<file path="config.mk">
export PLATFORM = sky130hd
export DESIGN_NAME = sorted_table_insert_delete_flat
export DESIGN_NICKNAME = d
export VERILOG_FILES = /design/src/sti_pkg.sv /design/src/sti_if.sv /design/src/sorted_table_insert_delete.sv /design/src/sti_out_stage.sv /design/src/flat_wrapper.sv
export SDC_FILE = /design/constraint.sdc
export NUM_CORES = 2
export LEC_CHECK = 0
export ABC_AREA = 1
export ABC_CLOCK_PERIOD_IN_PS = 5700
export BUFFER_PORTS_ARGS = -buffer_cell sky130_fd_sc_hd__buf_2
export CAP_MARGIN = 0
export CORE_ASPECT_RATIO = 1.4
export CORE_MARGIN = 4
export CORE_UTILIZATION = 25
export CTS_BUF_LIST = sky130_fd_sc_hd__clkbuf_8
export DETAILED_ROUTE_END_ITERATION = 12
export PLACE_DENSITY = 0.39
export SETUP_SLACK_MARGIN = 0.1
export SYNTH_ARGS = -nofsm -noshare
export SYNTH_HDL_FRONTEND = slang
export SYNTH_SLANG_ARGS = --single-unit
</file>
<file path="constraint.sdc">
create_clock -name i_clk -period 5.7 [get_ports i_clk]
set_input_delay 0.855 -clock i_clk [delete_from_list [all_inputs] [get_ports i_clk]]
set_output_delay 0.855 -clock i_clk [all_outputs]
set_load 0.005 [all_outputs]
</file>
<file path="src/sti_pkg.sv">
// Package for the sorted table: widths, status and action codes, FSM states
// and the result beat type. No dependencies.
package sti_pkg;

    localparam int CAPACITY_DEF   = 64;
    localparam int VALUE_BITS_DEF = 32;

    localparam int STATUS_W = 2;
    localparam int TOTAL_W  = 7;
    localparam int POS_W    = 6;

    localparam logic ACT_INSERT = 1'b0;
    localparam logic ACT_DELETE = 1'b1;

    typedef enum logic [STATUS_W-1:0] {
        ST_OK        = 2'd0,
        ST_EMPTY     = 2'd1,
        ST_NOT_FOUND = 2'd2,
        ST_FULL      = 2'd3
    } t_status;

    typedef enum logic [2:0] {
        S_IDLE,
        S_INS_SCAN,
        S_INS_PUT,
        S_DEL_SCAN,
        S_DONE
    } t_state;

    typedef struct packed {
        t_status              status;
        logic [TOTAL_W-1:0]   entry_total;
        logic [POS_W-1:0]     position;
    } t_result;

endpackage

</file>
<file path="src/sti_if.sv">
// Valid/ready channel interfaces for the sorted table: request and response.
// Depends on sti_pkg for the response field widths.
interface sti_req_if #(
    parameter int VALUE_BITS = sti_pkg::VALUE_BITS_DEF
);
    logic                         valid;
    logic                         ready;
    logic                         action;
    logic signed [VALUE_BITS-1:0] value;

    modport source (output valid, output action, output value, input ready);
    modport sink   (input valid, input action, input value, output ready);
endinterface

interface sti_rsp_if;
    logic                          valid;
    logic                          ready;
    logic [sti_pkg::STATUS_W-1:0]  status;
    logic [sti_pkg::TOTAL_W-1:0]   entry_total;
    logic [sti_pkg::POS_W-1:0]     position;

    modport source (output valid, output status, output entry_total, output position,
                    input ready);
    modport sink   (input valid, input status, input entry_total, input position,
                    output ready);
endinterface

</file>
<file path="src/sorted_table_insert_delete.sv">
// Top level of the sorted table: table memory, scan/shift sequencer, count.
// Depends on sti_pkg, sti_req_if, sti_rsp_if and sti_out_stage.
//
//   Channel   Direction   Beat payload                      Handshake
//   i_req     in          action, value                     valid/ready
//   o_rsp     out         status, entry_total, position     valid/ready
//
// Sequencing: one item at a time. An insert runs through accept, a scan of
// the stored entries from the top, the final write and the hand-off; a delete
// runs through accept, a scan from the bottom and the hand-off. The scan is a
// read, compare and write-back loop over the table memory, which moves one
// entry per cycle.
// Reset clears only the entry count and control; the table needs no clearing
// pass because only entries below the count are ever read.
// A stalled o_rsp holds the finished beat in the output register; the next
// request is still accepted and runs until its own result is ready to load.
module sorted_table_insert_delete #(
    parameter int CAPACITY   = sti_pkg::CAPACITY_DEF,
    parameter int VALUE_BITS = sti_pkg::VALUE_BITS_DEF
) (
    input  logic        i_clk,
    input  logic        i_rst_n,
    sti_req_if.sink     i_req,
    sti_rsp_if.source   o_rsp
);
    import sti_pkg::*;

    // Address width of the table and width of a count that can hold CAPACITY.
    localparam int AW = $clog2(CAPACITY);
    localparam int CW = $clog2(CAPACITY + 1);
    localparam logic [CW-1:0] CAP_CNT = CW'(CAPACITY);

    // Table memory: one write port and one registered read port.
    logic signed [VALUE_BITS-1:0] r_mem [CAPACITY];
    logic signed [VALUE_BITS-1:0] r_rdata;
    logic                         mem_we;
    logic                         mem_re;
    logic [AW-1:0]                mem_waddr;
    logic [AW-1:0]                mem_raddr;
    logic signed [VALUE_BITS-1:0] mem_wdata;

    always_ff @(posedge i_clk) begin
        if (mem_we) begin
            r_mem[mem_waddr] <= mem_wdata;
        end
        if (mem_re) begin
            r_rdata <= r_mem[mem_raddr];
        end
    end

    // Sequencer state. r_idx is the table index whose data arrives in r_rdata
    // during a scan state.
    t_state                       r_state, n_state;
    logic [CW-1:0]                r_count, n_count;
    logic signed [VALUE_BITS-1:0] r_key,   n_key;
    logic [AW-1:0]                r_idx,   n_idx;
    logic [AW-1:0]                r_pos,   n_pos;
    logic                         r_found, n_found;
    t_status                      r_status, n_status;

    logic    accept;
    logic    out_free;
    logic    is_last;
    logic    key_less;
    logic    key_match;
    t_result result;

    assign i_req.ready = (r_state == S_IDLE);
    assign accept      = i_req.valid && i_req.ready;

    // Insert scans downward while the stored entry is strictly greater, so an
    // equal entry stops the scan and the new value lands after it.
    assign key_less  = (r_rdata > r_key);
    assign key_match = (r_rdata == r_key);
    assign is_last   = (CW'(r_idx) == (r_count - CW'(1)));

    // Next state.
    always_comb begin
        n_state = r_state;
        case (r_state)
            S_IDLE: begin
                if (accept) begin
                    if (i_req.action == ACT_INSERT) begin
                        if (r_count == CAP_CNT) begin
                            n_state = S_DONE;
                        end else if (r_count == '0) begin
                            n_state = S_INS_PUT;
                        end else begin
                            n_state = S_INS_SCAN;
                        end
                    end else begin
                        n_state = (r_count == '0) ? S_DONE : S_DEL_SCAN;
                    end
                end
            end
            S_INS_SCAN: begin
                if (!key_less) begin
                    n_state = S_DONE;
                end else if (r_idx == '0) begin
                    n_state = S_INS_PUT;
                end
            end
            S_INS_PUT: begin
                n_state = S_DONE;
            end
            S_DEL_SCAN: begin
                if (is_last) begin
                    n_state = S_DONE;
                end
            end
            S_DONE: begin
                if (out_free) begin
                    n_state = S_IDLE;
                end
            end
            default: begin
                n_state = S_IDLE;
            end
        endcase
    end

    // Memory controls and datapath register updates.
    always_comb begin
        n_count   = r_count;
        n_key     = r_key;
        n_idx     = r_idx;
        n_pos     = r_pos;
        n_found   = r_found;
        n_status  = r_status;
        mem_we    = 1'b0;
        mem_re    = 1'b0;
        mem_waddr = r_idx;
        mem_raddr = r_idx;
        mem_wdata = r_rdata;
        case (r_state)
            S_IDLE: begin
                if (accept) begin
                    n_key    = i_req.value;
                    n_found  = 1'b0;
                    n_pos    = '0;
                    n_status = ST_OK;
                    if (i_req.action == ACT_INSERT) begin
                        if (r_count == CAP_CNT) begin
                            n_status = ST_FULL;
                        end else if (r_count != '0) begin
                            // Start from the topmost stored entry.
                            mem_re    = 1'b1;
                            mem_raddr = AW'(r_count - CW'(1));
                            n_idx     = AW'(r_count - CW'(1));
                        end
                    end else begin
                        if (r_count == '0) begin
                            n_status = ST_EMPTY;
                        end else begin
                            mem_re    = 1'b1;
                            mem_raddr = '0;
                            n_idx     = '0;
                        end
                    end
                end
            end
            S_INS_SCAN: begin
                mem_we    = 1'b1;
                mem_waddr = r_idx + AW'(1);
                if (key_less) begin
                    // Move the larger entry up one slot and keep looking down.
                    mem_wdata = r_rdata;
                    if (r_idx != '0) begin
                        mem_re    = 1'b1;
                        mem_raddr = r_idx - AW'(1);
                        n_idx     = r_idx - AW'(1);
                    end else begin
                        n_pos = '0;
                    end
                end else begin
                    mem_wdata = r_key;
                    n_pos     = r_idx + AW'(1);
                    n_count   = r_count + CW'(1);
                end
            end
            S_INS_PUT: begin
                mem_we    = 1'b1;
                mem_waddr = r_pos;
                mem_wdata = r_key;
                n_count   = r_count + CW'(1);
            end
            S_DEL_SCAN: begin
                if (r_found) begin
                    // Past the removed entry: pull each entry down one slot.
                    mem_we    = 1'b1;
                    mem_waddr = r_idx - AW'(1);
                    mem_wdata = r_rdata;
                end else if (key_match) begin
                    n_found = 1'b1;
                    n_pos   = r_idx;
                end
                if (!is_last) begin
                    mem_re    = 1'b1;
                    mem_raddr = r_idx + AW'(1);
                    n_idx     = r_idx + AW'(1);
                end else if (r_found || key_match) begin
                    n_count = r_count - CW'(1);
                end else begin
                    n_status = ST_NOT_FOUND;
                end
            end
            default: begin
            end
        endcase
    end

    always_ff @(posedge i_clk) begin
        if (!i_rst_n) begin
            r_state <= S_IDLE;
            r_count <= '0;
        end else begin
            r_state <= n_state;
            r_count <= n_count;
        end
    end

    always_ff @(posedge i_clk) begin
        r_key    <= n_key;
        r_idx    <= n_idx;
        r_pos    <= n_pos;
        r_found  <= n_found;
        r_status <= n_status;
    end

    assign result.status      = r_status;
    assign result.entry_total = TOTAL_W'(r_count);
    assign result.position    = (r_status == ST_OK) ? POS_W'(r_pos) : '0;

    sti_out_stage u_out_stage (
        .i_clk    (i_clk),
        .i_rst_n  (i_rst_n),
        .i_load   (r_state == S_DONE),
        .i_result (result),
        .o_free   (out_free),
        .o_rsp    (o_rsp)
    );

endmodule

</file>
<file path="src/sti_out_stage.sv">
// Output register for result beats of the sorted table.
// Depends on sti_pkg (t_result) and sti_rsp_if.
module sti_out_stage (
    input  logic             i_clk,
    input  logic             i_rst_n,
    input  logic             i_load,
    input  sti_pkg::t_result i_result,
    output logic             o_free,
    sti_rsp_if.source        o_rsp
);
    import sti_pkg::*;

    logic    r_valid;
    t_result r_res;

    assign o_free = !r_valid || o_rsp.ready;

    always_ff @(posedge i_clk) begin
        if (!i_rst_n) begin
            r_valid <= 1'b0;
        end else if (i_load && o_free) begin
            r_valid <= 1'b1;
        end else if (o_rsp.ready) begin
            r_valid <= 1'b0;
        end
    end

    always_ff @(posedge i_clk) begin
        if (i_load && o_free) begin
            r_res <= i_result;
        end
    end

    assign o_rsp.valid       = r_valid;
    assign o_rsp.status      = r_res.status;
    assign o_rsp.entry_total = r_res.entry_total;
    assign o_rsp.position    = r_res.position;

endmodule

</file>
<file path="src/flat_wrapper.sv">
// flat-port wrapper written by rule: the top's interface ports become plain ports
module sorted_table_insert_delete_flat import sti_pkg::*;
#(
    parameter int CAPACITY   = sti_pkg::CAPACITY_DEF,
    parameter int VALUE_BITS = sti_pkg::VALUE_BITS_DEF
)
  (i_clk, i_rst_n, i_req_valid, i_req_action, i_req_value, i_req_ready, o_rsp_valid, o_rsp_status, o_rsp_entry_total, o_rsp_position, o_rsp_ready);
  sti_req_if #(.VALUE_BITS(VALUE_BITS)) i_req_i ();
  sti_rsp_if o_rsp_i ();
  input  logic i_clk;
  input  logic i_rst_n;
  input wire logic [$bits(i_req_i.valid)-1:0] i_req_valid;
  input wire logic [$bits(i_req_i.action)-1:0] i_req_action;
  input wire logic [$bits(i_req_i.value)-1:0] i_req_value;
  output wire logic [$bits(i_req_i.ready)-1:0] i_req_ready;
  output wire logic [$bits(o_rsp_i.valid)-1:0] o_rsp_valid;
  output wire logic [$bits(o_rsp_i.status)-1:0] o_rsp_status;
  output wire logic [$bits(o_rsp_i.entry_total)-1:0] o_rsp_entry_total;
  output wire logic [$bits(o_rsp_i.position)-1:0] o_rsp_position;
  input wire logic [$bits(o_rsp_i.ready)-1:0] o_rsp_ready;
  assign i_req_i.valid = i_req_valid;
  assign i_req_i.action = i_req_action;
  assign i_req_i.value = i_req_value;
  assign i_req_ready = i_req_i.ready;
  assign o_rsp_valid = o_rsp_i.valid;
  assign o_rsp_status = o_rsp_i.status;
  assign o_rsp_entry_total = o_rsp_i.entry_total;
  assign o_rsp_position = o_rsp_i.position;
  assign o_rsp_i.ready = o_rsp_ready;
  sorted_table_insert_delete #(.CAPACITY(CAPACITY), .VALUE_BITS(VALUE_BITS)) u_core (.i_clk(i_clk), .i_rst_n(i_rst_n), .i_req(i_req_i), .o_rsp(o_rsp_i));
endmodule
</file>
==> impl_metrics.json <==
{
  "syn_inst": 7428,
  "cts_sinks": 2153,
  "final.setup.tns_ns": 0,
  "maxSlewViolCount": 0,
  "yosys_most_used_dff": "edfxtp_1",
  "root_buffer": "clkbuf_8",
  "finClkSkew_ns": 0.09740,
  "fmax_mhz": 186.7,
  "synth-async-reset-ratio_pct": 0,
  "first_pass_iters": 9,
  "fp.coreArea_um2": 355800,
  "rsz0062_at_grt": "false",
  "dpl_cell_area_um2": 97500,
  "r2r_slack_ns": 0.34,
  "r2r_start": "u_core.r_rdata[2]",
  "worst_r2r_path_depth": 22,
  "finalSetupViolations": 0,
  "clk_path_buf_depth": 4,
  "rows": 259,
  "grt_pass1_wl_um": 481900,
  "synth_edf_count": 2136,
  "die_w_um": 513.7,
  "design_area_um2": 103800,
  "crit_path_top_delay_cell": "edfxtp_1",
  "htreeDepth": 5,
  "antenna_found_initial": 23,
  "worstMarginPinSlew_ns": 1.341,
  "drive_above_1_share_pct": 11.84,
  "drc": 0,
  "vias_per_cell": 4.958,
  "drt-total-wl_um": 342700,
  "cpPeakStageDelay_ns": 0.62,
  "yosysWarningCount": 0,
  "synth.avg_cell_area_um2": 12.05,
  "drt-initial-drc-count": 5743,
  "num-fill-cells": 36480,
  "clk_latency_ns": 1.04,
  "path_cells": "ha_1, nand2_1, inv_1, nand3_1, nor3_2, buf_4, nand3_1, nand3_2, nand2_1, nand3_1, nand2_1, o21ai_4, buf_12, buf_12, buf_12, nand3_1, nand3_1, nand3_1, nand3_1, nand2_1, nand2_1, nand2_1",
  "antenna_left": 0,
  "ys_ff_latch": 2153,
  "criticalPathCategory": "reg2reg",
  "cp-startpoint": "u_core.r_rdata[2]",
  "crit_cells": 22,
  "required_ns": 6.43,
  "grt_pass1_vias": 62470,
  "cp-end-kind": "flip-flop",
  "die_area_um2": 367800,
  "final_hold_viol_count": 0,
  "gr-total-overflow": 0,
  "yosysUniqueCellTypes": 46,
  "cp_max_fo": 43,
  "slew_headroom_pct": 10.63,
  "wire_per_inst_um": 27.17,
  "crit_buf_inv": 5,
  "critPathArrivalTime_ns": 6.09,
  "crit_family": "simple AND/OR/NAND/NOR gates",
  "gp_congestion": 0.8679,
  "maxCapViolCount": 0,
  "port_buffers": 53,
  "initial_core_util_pct": 25.15,
  "min_period_over_period_pct": 93.97,
  "areaGrowthSynthToFinish_pct": 16.00,
  "worst_setup_path_start_kind": "flip-flop",
  "min_period_ns": 5.356,
  "route.vias.total": 62530,
  "outcome": "complete, no violations",
  "syn_area_um2": 89500,
  "worstHoldPathType": "in2reg",
  "endpoint": "u_core.r_rdata[5]",
  "rr_endpoint": "u_core.r_rdata[5]",
  "finalNetCount": 7722,
  "cts_tree": "yes",
  "dpl.hpwl_um": 195200,
  "die_h_um": 716.0,
  "path_common_cell": "nand3_1",
  "seq_area_frac_synth_pct": 72.05,
  "numCtsBuffers": 347,
  "grt_max_degree": 137,
  "grt_use_total_pct": 18.06,
  "clkTransAtPathRegs_ns": 0.07,
  "syn-num-nets": 7502,
  "io_pins": 54
}
-- per-layer routing --
metal	track usage (%)	vias up	share of wire [%]
li1	-	27710	-
met1	22.95	32270	42
met2	31.28	2007	49
met3	2.143	540	4.8
met4	7.173	2	4.3
met5	0	-	0.0029
-- state kept, by name, summed over array words and instances (netlist names), 2 cells and up --
| name | cells |
|---|---|
| u_core.u_out_stage.o_rsp.entry_total | 7 |
| u_core.r_count | 7 |
| u_core.r_state | 3 |
| u_core.r_pos | 6 |
| u_core.u_out_stage.o_rsp.status | 2 |
| u_core.r_rdata | 32 |
| u_core.r_idx | 6 |
| u_core.u_out_stage.o_rsp.position | 6 |
| u_core.r_key | 32 |
| u_core.r_mem | 2048 |
| u_core.r_status | 2 |
-- cell usage after synthesis (5+ instances only) --
master | n | area share (%)
a21oi_1 | 32 | 0.18
a31oi_1 | 6 | 0.042
buf_1 | 42 | 0.18
buf_2 | 300 | 1.7
buf_4 | 51 | 0.43
clkbuf_1 | 170 | 0.71
dfxtp_1 | 17 | 0.38
edfxtp_1 | 2136 | 72
ha_1 | 37 | 0.52
inv_1 | 93 | 0.39
inv_2 | 12 | 0.050
mux2_2 | 31 | 0.39
nand2_1 | 1344 | 5.6
nand3_1 | 2932 | 16
nand3_2 | 6 | 0.067
nand4_1 | 9 | 0.063
nor2_1 | 116 | 0.49
nor3_1 | 8 | 0.045
o211ai_1 | 8 | 0.067
o21ai_0 | 22 | 0.12
o22ai_1 | 5 | 0.035
xor2_1 | 14 | 0.14
-- logic make-up (layout without fill, tap and decap cells) --
logic type | after synthesis | after routing | synth area share [%]
and+or+nand+nor | 4429 | 4429 | 22.81
DFF | 2153 | 2153 | 72.05
buffers and inverters | 670 | 1147 | 3.453
AOI/OAI and AO/OA | 91 | 91 | 0.6165
adders and majority gates | 37 | 37 | 0.5173
muxes | 31 | 31 | 0.3900
xor gates and xnor gates | 17 | 17 | 0.1664
other | 0 | 8 | 0
-- worst min-delay path by stage --
stage	startpoint	end	cells after the start
2_1_floorplan	u_core.r_status[0]	u_core.u_out_stage.o_rsp.status[0]	0
3_3_place_gp	u_core.r_status[0]	u_core.u_out_stage.o_rsp.status[0]	0
3_5_place_dp	u_core.r_status[0]	u_core.u_out_stage.o_rsp.status[0]	0
4_1_cts	i_req_value[31]	u_core.r_key[31]	1
5_1_grt	i_req_value[31]	u_core.r_key[31]	1
6_report	i_req_value[31]	u_core.r_key[31]	1
-- cell type report --
type	count	area, um^2	area share (%)
well taps	4698	5878	5.662
repair buffers	435	4524	4.358
clock buffers	350	4817	4.640
multi-input cells	4605	22520	21.69
flip-flops and latches	2153	64480	62.11
clock inverters	256	1169	1.126
diodes	8	20.02	0.01928
inverters	106	405.4	0.3905
-- placed cells by master (no fill, tap or decap), types with 37 or more instances in the layout --
| master | synthesis | routed |
|---|---|---|
| nand3_1 | 2932 | 2931 |
| buf_2 | 300 | 53 |
| nor2_4 | 1 | 66 |
| clkinv_1 | 0 | 88 |
| ha_1 | 37 | 37 |
| edfxtp_1 | 2136 | 2136 |
| clkbuf_8 | 0 | 350 |
| nor2_1 | 116 | 52 |
| buf_12 | 0 | 105 |
| buf_4 | 51 | 246 |
| inv_1 | 93 | 216 |
| nand2_1 | 1344 | 1342 |
-- what timing repair did --
action	CTS	global route
endpoints found under the setup margin	0	7
setup buffers	0	0
hold buffers	31	0
gates resized for setup	0	1
endpoints found under the hold margin	31	0
-- per-stage QoR --
step	std cells	worst slack [ns]	utilization, %	hold WS [ns]
finish	12610	0.3436	29.18	0.1241
CTS	12600	0.1692	29.17	0.04396
detailed placement	11970	0.2044	27.40	0.4736
floorplan	7428	0.4554	-	0.4174
global placement	11970	0.2219	27.40	0.4735
global route	12610	0.1653	29.17	0.05431
Power is left out: the tool's default activity adds up to more than one toggle a clock period on the data nets, which glitch-free logic cannot reach.
